[src/design/stl_pkg.sv]
`default_nettype none

package stl_pkg;

    localparam int NUM_SLOTS = 16;
    localparam int SLOT_W    = (NUM_SLOTS > 1) ? $clog2(NUM_SLOTS) : 1;
    localparam int CNT_W     = $clog2(NUM_SLOTS + 1);
    localparam int KEY_W     = 64;
    localparam int TIME_W    = 32;
    localparam int HIT_W     = 4;

    typedef enum logic [1:0] {
        OP_CREATE = 2'd0,
        OP_ATTACH = 2'd1,
        OP_DELETE = 2'd2,
        OP_TOUCH  = 2'd3
    } func_t;

    typedef enum logic [1:0] {
        ST_IDLE,
        ST_SCAN,
        ST_FINISH
    } state_t;

    typedef struct packed {
        logic              rd_en;
        logic [SLOT_W-1:0] rd_addr;
        logic              key_we;
        logic              time_we;
        logic [SLOT_W-1:0] wr_addr;
        logic [KEY_W-1:0]  wr_key;
        logic [TIME_W-1:0] wr_time;
    } mem_req_t;

    typedef struct packed {
        logic             status;
        logic [HIT_W-1:0] hit_slot;
        logic             evicted;
        logic [KEY_W-1:0] evicted_key;
    } result_t;

endpackage

`default_nettype wire

[src/design/stl_mem.sv]
`default_nettype none

module stl_mem
    import stl_pkg::*;
(
    input  wire logic              clk,
    input  wire mem_req_t          req,
    output logic      [KEY_W-1:0]  rd_key,
    output logic      [TIME_W-1:0] rd_time
);

    logic [KEY_W-1:0]  key_mem  [NUM_SLOTS];
    logic [TIME_W-1:0] time_mem [NUM_SLOTS];
    logic [KEY_W-1:0]  rd_key_reg;
    logic [TIME_W-1:0] rd_time_reg;

    always_ff @(posedge clk)
    begin
        if (req.key_we)
        begin
            key_mem[req.wr_addr] <= req.wr_key;
        end
        if (req.time_we)
        begin
            time_mem[req.wr_addr] <= req.wr_time;
        end
        if (req.rd_en)
        begin
            rd_key_reg  <= key_mem[req.rd_addr];
            rd_time_reg <= time_mem[req.rd_addr];
        end
    end

    assign rd_key  = rd_key_reg;
    assign rd_time = rd_time_reg;

endmodule

`default_nettype wire

[src/design/stl_seq.sv]
`default_nettype none

module stl_seq
    import stl_pkg::*;
(
    input  wire logic              clk,
    input  wire logic              rst_n,
    input  wire logic              in_valid,
    output logic                   in_stall,
    input  wire logic [1:0]        func,
    input  wire logic [KEY_W-1:0]  session_key,
    input  wire logic [HIT_W-1:0]  slot_index,
    input  wire logic [TIME_W-1:0] now_time,
    output mem_req_t               mem_req,
    input  wire logic [KEY_W-1:0]  rd_key,
    input  wire logic [TIME_W-1:0] rd_time,
    input  wire logic              out_busy,
    output logic                   res_load,
    output result_t                res
);

    state_t state_reg, state_next;

    logic [CNT_W-1:0]     cnt_reg, cnt_next;
    logic                 cmp_en_reg, cmp_en_next;
    logic [SLOT_W-1:0]    cmp_idx_reg;
    logic [NUM_SLOTS-1:0] valid_reg, valid_next;

    func_t             op_func_reg;
    logic [KEY_W-1:0]  op_key_reg;
    logic [HIT_W-1:0]  op_idx_reg;
    logic [TIME_W-1:0] op_time_reg;

    logic              found_reg, found_next;
    logic [SLOT_W-1:0] found_idx_reg, found_idx_next;
    logic              best_set_reg, best_set_next;
    logic [SLOT_W-1:0] best_idx_reg, best_idx_next;
    logic [TIME_W-1:0] best_time_reg, best_time_next;
    logic [KEY_W-1:0]  best_key_reg, best_key_next;

    logic accept;
    logic scan_more;
    logic cmp_valid;
    logic key_eq;
    logic time_lt;
    logic touch_ok;

    assign accept    = in_valid && !in_stall;
    assign scan_more = (cnt_reg != CNT_W'(NUM_SLOTS));
    assign cmp_valid = valid_reg[cmp_idx_reg];
    assign key_eq    = (rd_key == op_key_reg);
    assign time_lt   = (rd_time < best_time_reg);
    assign touch_ok  = (32'(op_idx_reg) < NUM_SLOTS);

    always_ff @(posedge clk or negedge rst_n)
    begin
        if (!rst_n)
        begin
            state_reg  <= ST_IDLE;
            cnt_reg    <= '0;
            cmp_en_reg <= 1'b0;
            valid_reg  <= '0;
        end
        else
        begin
            state_reg  <= state_next;
            cnt_reg    <= cnt_next;
            cmp_en_reg <= cmp_en_next;
            valid_reg  <= valid_next;
        end
    end

    always_ff @(posedge clk)
    begin
        cmp_idx_reg   <= cnt_reg[SLOT_W-1:0];
        found_reg     <= found_next;
        found_idx_reg <= found_idx_next;
        best_set_reg  <= best_set_next;
        best_idx_reg  <= best_idx_next;
        best_time_reg <= best_time_next;
        best_key_reg  <= best_key_next;
        if (accept)
        begin
            op_func_reg <= func_t'(func);
            op_key_reg  <= session_key;
            op_idx_reg  <= slot_index;
            op_time_reg <= now_time;
        end
    end

    always_comb
    begin
        state_next     = state_reg;
        cnt_next       = cnt_reg;
        cmp_en_next    = 1'b0;
        valid_next     = valid_reg;
        found_next     = found_reg;
        found_idx_next = found_idx_reg;
        best_set_next  = best_set_reg;
        best_idx_next  = best_idx_reg;
        best_time_next = best_time_reg;
        best_key_next  = best_key_reg;
        in_stall       = (state_reg != ST_IDLE);
        res_load       = 1'b0;
        res            = '0;

        mem_req         = '0;
        mem_req.rd_addr = cnt_reg[SLOT_W-1:0];
        mem_req.wr_addr = found_idx_reg;
        mem_req.wr_key  = op_key_reg;
        mem_req.wr_time = op_time_reg;

        // one slot compared per cycle, in the cycle after its read address is issued
        if (cmp_en_reg)
        begin
            if (op_func_reg == OP_CREATE)
            begin
                if (!cmp_valid && !found_reg)
                begin
                    found_next     = 1'b1;
                    found_idx_next = cmp_idx_reg;
                end
                if (cmp_valid && (!best_set_reg || time_lt))
                begin
                    best_set_next  = 1'b1;
                    best_idx_next  = cmp_idx_reg;
                    best_time_next = rd_time;
                    best_key_next  = rd_key;
                end
            end
            else if (cmp_valid && key_eq && !found_reg)
            begin
                found_next     = 1'b1;
                found_idx_next = cmp_idx_reg;
            end
        end

        case (state_reg)
            ST_IDLE:
            begin
                if (accept)
                begin
                    cnt_next      = '0;
                    found_next    = 1'b0;
                    best_set_next = 1'b0;
                    state_next    = (func_t'(func) == OP_TOUCH) ? ST_FINISH : ST_SCAN;
                end
            end
            ST_SCAN:
            begin
                if (scan_more)
                begin
                    mem_req.rd_en = 1'b1;
                    cmp_en_next   = 1'b1;
                    cnt_next      = cnt_reg + CNT_W'(1);
                end
                else
                begin
                    state_next = ST_FINISH;
                end
            end
            ST_FINISH:
            begin
                if (!out_busy)
                begin
                    res_load   = 1'b1;
                    state_next = ST_IDLE;
                    case (op_func_reg)
                        OP_CREATE:
                        begin
                            mem_req.key_we  = 1'b1;
                            mem_req.time_we = 1'b1;
                            if (found_reg)
                            begin
                                mem_req.wr_addr = found_idx_reg;
                                res.hit_slot    = HIT_W'(found_idx_reg);
                            end
                            else
                            begin
                                mem_req.wr_addr = best_idx_reg;
                                res.hit_slot    = HIT_W'(best_idx_reg);
                                res.evicted     = 1'b1;
                                res.evicted_key = best_key_reg;
                            end
                            valid_next[mem_req.wr_addr] = 1'b1;
                        end
                        OP_ATTACH, OP_DELETE:
                        begin
                            if (found_reg)
                            begin
                                res.hit_slot = HIT_W'(found_idx_reg);
                                if (op_func_reg == OP_ATTACH)
                                begin
                                    mem_req.time_we = 1'b1;
                                end
                                else
                                begin
                                    valid_next[found_idx_reg] = 1'b0;
                                end
                            end
                            else
                            begin
                                res.status = 1'b1;
                            end
                        end
                        OP_TOUCH:
                        begin
                            if (touch_ok)
                            begin
                                mem_req.time_we = 1'b1;
                                mem_req.wr_addr = SLOT_W'(op_idx_reg);
                                res.hit_slot    = op_idx_reg;
                            end
                            else
                            begin
                                res.status = 1'b1;
                            end
                        end
                        default:
                        begin
                            res.status = 1'b1;
                        end
                    endcase
                end
            end
            default:
            begin
                state_next = ST_IDLE;
            end
        endcase
    end

endmodule

`default_nettype wire

[src/design/session_table_lru_unit.sv]
`default_nettype none

// Session table with NUM_SLOTS slots (valid bit, 64-bit key, 32-bit access
// time). Create, attach and delete walk every slot through one key/time
// comparator, one slot per cycle, out of a registered-read memory. Touch
// addresses its slot directly without a walk. in_stall is high from
// acceptance until the result is loaded into the output register; the next
// transaction is taken while a result still waits on out_stall.

module session_table_lru_unit
    import stl_pkg::*;
(
    input  wire logic              clk,
    input  wire logic              rst_n,
    input  wire logic              in_valid,
    output logic                   in_stall,
    input  wire logic [1:0]        func,
    input  wire logic [KEY_W-1:0]  session_key,
    input  wire logic [HIT_W-1:0]  slot_index,
    input  wire logic [TIME_W-1:0] now_time,
    output logic                   out_valid,
    input  wire logic              out_stall,
    output logic                   status,
    output logic      [HIT_W-1:0]  hit_slot,
    output logic                   evicted,
    output logic      [KEY_W-1:0]  evicted_key
);

    mem_req_t          mem_req;
    logic [KEY_W-1:0]  rd_key;
    logic [TIME_W-1:0] rd_time;
    logic              res_load;
    result_t           res;
    logic              out_busy;

    logic    out_valid_reg, out_valid_next;
    result_t out_res_reg;

    assign out_busy = out_valid_reg && out_stall;

    stl_seq u_seq (
        .clk         (clk),
        .rst_n       (rst_n),
        .in_valid    (in_valid),
        .in_stall    (in_stall),
        .func        (func),
        .session_key (session_key),
        .slot_index  (slot_index),
        .now_time    (now_time),
        .mem_req     (mem_req),
        .rd_key      (rd_key),
        .rd_time     (rd_time),
        .out_busy    (out_busy),
        .res_load    (res_load),
        .res         (res)
    );

    stl_mem u_mem (
        .clk     (clk),
        .req     (mem_req),
        .rd_key  (rd_key),
        .rd_time (rd_time)
    );

    always_comb
    begin
        out_valid_next = out_valid_reg;
        if (out_valid_reg && !out_stall)
        begin
            out_valid_next = 1'b0;
        end
        if (res_load)
        begin
            out_valid_next = 1'b1;
        end
    end

    always_ff @(posedge clk or negedge rst_n)
    begin
        if (!rst_n)
        begin
            out_valid_reg <= 1'b0;
        end
        else
        begin
            out_valid_reg <= out_valid_next;
        end
    end

    always_ff @(posedge clk)
    begin
        if (res_load)
        begin
            out_res_reg <= res;
        end
    end

    assign out_valid   = out_valid_reg;
    assign status      = out_res_reg.status;
    assign hit_slot    = out_res_reg.hit_slot;
    assign evicted     = out_res_reg.evicted;
    assign evicted_key = out_res_reg.evicted_key;

    // a transaction in flight keeps the input side closed
    assert property (@(posedge clk) disable iff (!rst_n)
        (in_valid && !in_stall) |=> in_stall)
        else $error("input accepted while a transaction is in flight");

    // a pending result is never overwritten
    assert property (@(posedge clk) disable iff (!rst_n)
        res_load |-> !(out_valid_reg && out_stall))
        else $error("result loaded over a stalled result");

    // not found reports slot zero and no eviction
    assert property (@(posedge clk) disable iff (!rst_n)
        (out_valid && status) |-> (hit_slot == '0 && !evicted && evicted_key == '0))
        else $error("not-found result carries slot or eviction data");

    // a loaded result shows up as valid on the next cycle
    assert property (@(posedge clk) disable iff (!rst_n)
        res_load |=> out_valid)
        else $error("loaded result not presented");

endmodule

`default_nettype wire

[config.mk]
export PLATFORM = sky130hd
export DESIGN_NAME = session_table_lru_unit
export DESIGN_NICKNAME = d
export VERILOG_FILES = /design/src/design/stl_pkg.sv /design/src/design/stl_mem.sv /design/src/design/stl_seq.sv /design/src/design/session_table_lru_unit.sv
export SDC_FILE = /design/constraint.sdc
export NUM_CORES = 2
export LEC_CHECK = 0
export ABC_CLOCK_PERIOD_IN_PS = 8900
export BUFFER_PORTS_ARGS = -buffer_cell sky130_fd_sc_hd__buf_2
export CAP_MARGIN = 20
export CORE_MARGIN = 3
export CORE_UTILIZATION = 40
export DETAILED_ROUTE_END_ITERATION = 12
export GPL_ROUTABILITY_DRIVEN = 0
export PLACE_DENSITY_LB_ADDON = 0.2
export SLEW_MARGIN = 25
export SYNTH_ARGS = -nofsm -noshare
export SYNTH_HDL_FRONTEND = slang
export SYNTH_HIERARCHICAL = 1
export SYNTH_SLANG_ARGS = --single-unit
[constraint.sdc]
create_clock -name clk -period 8.9 [get_ports clk]
set_input_delay 1.335 -clock clk [delete_from_list [all_inputs] [get_ports clk]]
set_output_delay 1.335 -clock clk [all_outputs]
set_load 0.005 [all_outputs]
; ---- Word level (Yosys, flattened, before mapping)
; Memories as Yosys holds them, arrays and structs flattened. A register that Yosys moved wholly into a read port is not among the register bits.
; Cells that the tools add are included.
[word_totals]
register_bits = 307
ramBits = 1536
in_bits = 106
output_inout_bits = 72
word_cells = 140
memories = 2
[mem_list]
columns = name, depth, word_bits, read_ports, rd_clocked_by_memory_dff, write_ports, line_no
row1 = u_mem.key_mem, 16, 64, 1, 1, 1, stl_mem.sv:12  ; logic [KEY_W-1:0] key_mem [NUM_SLOTS];
row2 = u_mem.time_mem, 16, 32, 1, 1, 1, stl_mem.sv:13  ; logic [TIME_W-1:0] time_mem [NUM_SLOTS];
[classes]
addsub = 1
n_lt_le_gt_ge = 6
eq_ne = 15
mux = 56
n_bitwise = 7
reduce_logical = 33
[op_table]
columns = cell, count
row1 = $mux W65, 1
row2 = $eq A64 B64 Y1, 1
row3 = $lt A32 B32 Y1, 1
row4 = $mux W16, 2
row5 = $mux W4, 8
row6 = $pmux W16 S2, 1
row7 = $mux W1, 28
row8 = $and A16 B16 Y16, 1
row9 = $not A16 Y16, 1
row10 = $or A16 B16 Y16, 1
row11 = $lt A4 B5 Y1 const B, 3
row12 = $mux W6, 2
row13 = $pmux W4 S3, 1
row14 = $reduce_and A3 Y1, 4
row15 = $mux W5, 2
row16 = $pmux W5 S2, 1
row17 = $reduce_bool A2 Y1, 5
row18 = $logic_and A1 B1 Y1, 9
row19 = $demux W1 S4, 2
row20 = $eq A2 B2 Y1 const B, 4
row21 = $ge A4 B1 Y1 const B, 2
row22 = $mux W2, 4
row23 = $ne A2 B2 Y1 const B, 4
row24 = $pmux W4 S2, 1
row25 = 15 further kinds, 29

; ---- Logic depth before layout (Yosys ltp)
[logic_depth]
ltp_word = 10
depth_mapped = 10
mapped_depth_nobuf = 9

; ---- Hierarchy
; Netlist, hierarchy kept.
[by_module_without_submodules]
columns = mod, n_inst, cells_per_inst, area_each_um2
row1 = stl_mem, 1, 2485, 60410.4
row2 = stl_seq, 1, 689, 9994.6
row3 = session_table_lru_unit, 1, 73, 2140.8

; ---- Worst setup path after synthesis
; No wires, ideal clock.
[synth_path]
kind = reg2reg
from = register u_mem.rd_time_reg[2] (netlist: u_mem/rd_time[2]) (read register of u_mem.time_mem)
to = register u_seq.best_idx_reg[0], enable pin
t_arrival_ns = 6.918
required_time_ns = 8.282
setup_slack_ns = 1.364
stages_incl_launch_ff = 8
path_buffers = 0
synth_period_minus_slack_ns = 7.536
cell_sequence = edfxtp_1 > ha_1 > a211o_1 > a31oi_1 > o221ai_1 > a211oi_1 > o211ai_1 > a31oi_1
[synth_via]
elab_chain_cells = 4
[synth_lines]
columns = item, line_no
row1 = start: declaration, stl_mem.sv:15  ; logic [TIME_W-1:0] rd_time_reg;
row2 = $lt A32 B32 Y1, stl_seq.sv:52  ; assign time_lt = (rd_time < best_time_reg);
row3 = $logic_or A1 B1 Y1, stl_seq.sv:123  ; if (cmp_valid && (!best_set_reg || time_lt))
row4 = $logic_and A1 B1 Y1, stl_seq.sv:123
row5 = $reduce_and A3 Y1 (no source line), --
row6 = end signal: assignment, stl_seq.sv:79  ; best_idx_reg <= best_idx_next;
row7 = end: declaration, stl_seq.sv:37  ; logic [SLOT_W-1:0] best_idx_reg, best_idx_next;
; No other way between the ends.
; A chain may end at the register's enable or synchronous reset.

==> results.md <==
* Number of buffers created by CTS at 199
* Worst VDD drop at 273 uV
* Setup crit end kind: flip-flop
* CTS Hold Bufs at 0
* Crit path DAT at 5280 ps
* Cell area after synthesis at 72500 sq um
* Vias in the first global route at 34500
* Row count at 155
* Gate Count Post-Synth at 3247
* Max clock buf depth at 3
* TritonCTS clock tree: built
* Worst hold slack at 454 ps
* Vias per Instance at 5.48
* Synth cell types at 59
* Top Registers: u_mem/key_mem: 1024 flops, u_mem/time_mem: 512 flops
* Max-cap violation count at 0
* Remaining DRCs at 0
* Largest net degree at the start of global routing at 130
* Slew margin rel. at 30.8%
* Crit Path Max Fanout at 41
* Max-slew violations at 0
* Clock sink count at 1939
* Final setup fails at 0
* CTS Root Cell: clkbuf_16
* Routed via count at 33200
* Worst-Skew Late Latency at 820 ps
* Ys flop type: edfxtp_1
* Max FFs per register at 1024
* R2r worst-path depth at 8
* Post-synth EDFFs at 1908
* Nets@finish at 3686
* Io pins at 178
* Ratio of cells with drive above 1 in the final layout at 25.7%
* Status: finished, final reports clean
* PortBufs at 177
* WHS Path Cells at 0
* RSZ-0062 raised after global routing: false
* Yosys reg bits at 1939
* Initial DRC Count at 2860
* Setup crit start kind: input pin
* Post-CTS setup buffers at 0
* Initial Utilization at 40.4%
* Routed length per instance at 28.5 microns
* Leakage at 0.0266 uW
* Sequential element share of the synthesized area at 80.0%
* Resize count post-CTS at 0
* Detailed Routing Iterations Pass 1 at 5
* Detail Placement HPWL at 96200 microns
* Max Fclk at 0.206 GHz
* DP Area at 76500 sq um
* Area contributors post-synth: edfxtp_1 (79%), mux4_2 (12%), a22oi_1 (2.0%)
* Net Count, Synth at 3391
* Finished Core Util at 46.0%
* Warnings from Yosys at 6
* Biggest register: u_mem/key_mem
* CTS H-tree depth at 4
* Setup_tns at 0 ps
* Final min period at 4860 ps
* Worst Path Required at 9320 ps
* Period utilisation layout at 54.7%
* Initial antenna violation count at 6
* Asr flop ratio synth at 1.29%
* GR Overflow Total at 0
* Finished Cell Area at 82500 sq um
* Worst Tran Pin Value at 1040 ps
* GRT Total Usage at 18.5%
* Mean Syn Cell Area at 22.3 sq um
* Post-route ant nets at 0
* Final Hold Fails at 0
* Core ar. at 179000 sq um
* Most instantiated library cell after synthesis: edfxtp_1
* CP Class: input pin to flip-flop
* Synth-to-Final Area Change at 13.8%
* Hold Crit Class: flip-flop to flip-flop
* Synth area leader: edfxtp_1
* Die X at 432 microns
* Max Clock Skew at 33.3 ps
* Post-synth top area share at 79.0%
* Top cells by count, synth: edfxtp_1 (1908), mux4_2 (384), a22oi_1 (193)
* Die height at 432 microns
* PD cells at 293 nW/um^2
* Area of the die at 187000 sq um
* DRT Wirelength at 172000 microns
* First-pass GRT wire length at 249000 microns
* Worst-path clk slew at 60 ps
[area by class of cell]
cell class / count / area (sq um)
diodes: 3 / 7.51
clock buffers: 270 / 5350
clock inverters: 91 / 714
fillers: 14900 / 96900
inverters: 43 / 164
multi-input cells: 1110 / 13800
flip-flops and latches: 1939 / 58000
well taps: 2355 / 2950
repair buffers: 249 / 1480
[critical path: stages]
cell      delay [ps]
buf_2            100
and2_1           160
nor2_1           280
nand2_2          240
or2_0            370
a221o_1          430
nand2b_1         560
nor2_4           960
buf_4            770
[cells in the final DEF, fill, tap and decap left out, types with 36 or more instances in the layout]
cell / instances
a22oi_1: 193
and2_1: 66
buf_2: 177
buf_4: 68
clkbuf_1: 66
clkbuf_16: 204
clkinv_1: 36
edfxtp_1: 1908
ha_1: 38
inv_1: 41
mux4_2: 384
nand2_1: 124
xor2_1: 65
[power breakdown]
part,total (uW),internal (uW),switching (uW),leakage (uW)
registers,11600,10900,691,0.0178
clock network,7840,4460,3380,0.00296
logic,4800,2080,2720,0.00581
[per-stage QoR]
step	std cells	setup WS (ps)	total power [uW]
2_1_floorplan	3247	1360	14900
6_report	6060	4040	24200
3_5_place_dp	5696	3150	16700
3_3_place_gp	5696	3170	16700
4_1_cts	6057	4020	24600
5_1_grt	6057	3820	25200
[path summary, 6_finish.rpt]
| kind | from | slack [ps] | endpoint |
|---|---|---|---|
| worst max-delay path | out_stall | 4040 | u_mem/key_mem[6][37] |
| min in group asynchronous | rst_n | 530 | out_valid |
| worst max register to register | out_valid | 4250 | u_mem/key_mem[6][37] |
| worst min-delay path | u_mem/rd_time[11] | 450 | u_seq/best_time_reg[11] |
| worst min register to register | u_mem/rd_time[11] | 450 | u_seq/best_time_reg[11] |
| max in group asynchronous | rst_n | 7890 | u_seq/cnt_reg[0] |
[kinds of logic after synthesis]
| family | after synthesis | synth area share [%] |
|---|---|---|
| flops | 1939 | 80.0 |
| mux | 394 | 12.2 |
| buf+inv | 198 | 1.38 |
| simple gates | 329 | 2.21 |
| xor+xnor | 66 | 0.797 |
| fa+ha+maj | 38 | 0.655 |
| compound gates | 283 | 2.80 |
[per-layer routing]
layer	track usage (%)	vias up	wire length (microns)
li1	-	14100	-
met1	24.6	18000	71600
met2	32.1	842	89500
met3	2.94	231	7890
met4	4.58	2	3510
met5	0	-	13
No activity file was read; power rests on OpenSTA's default activity.
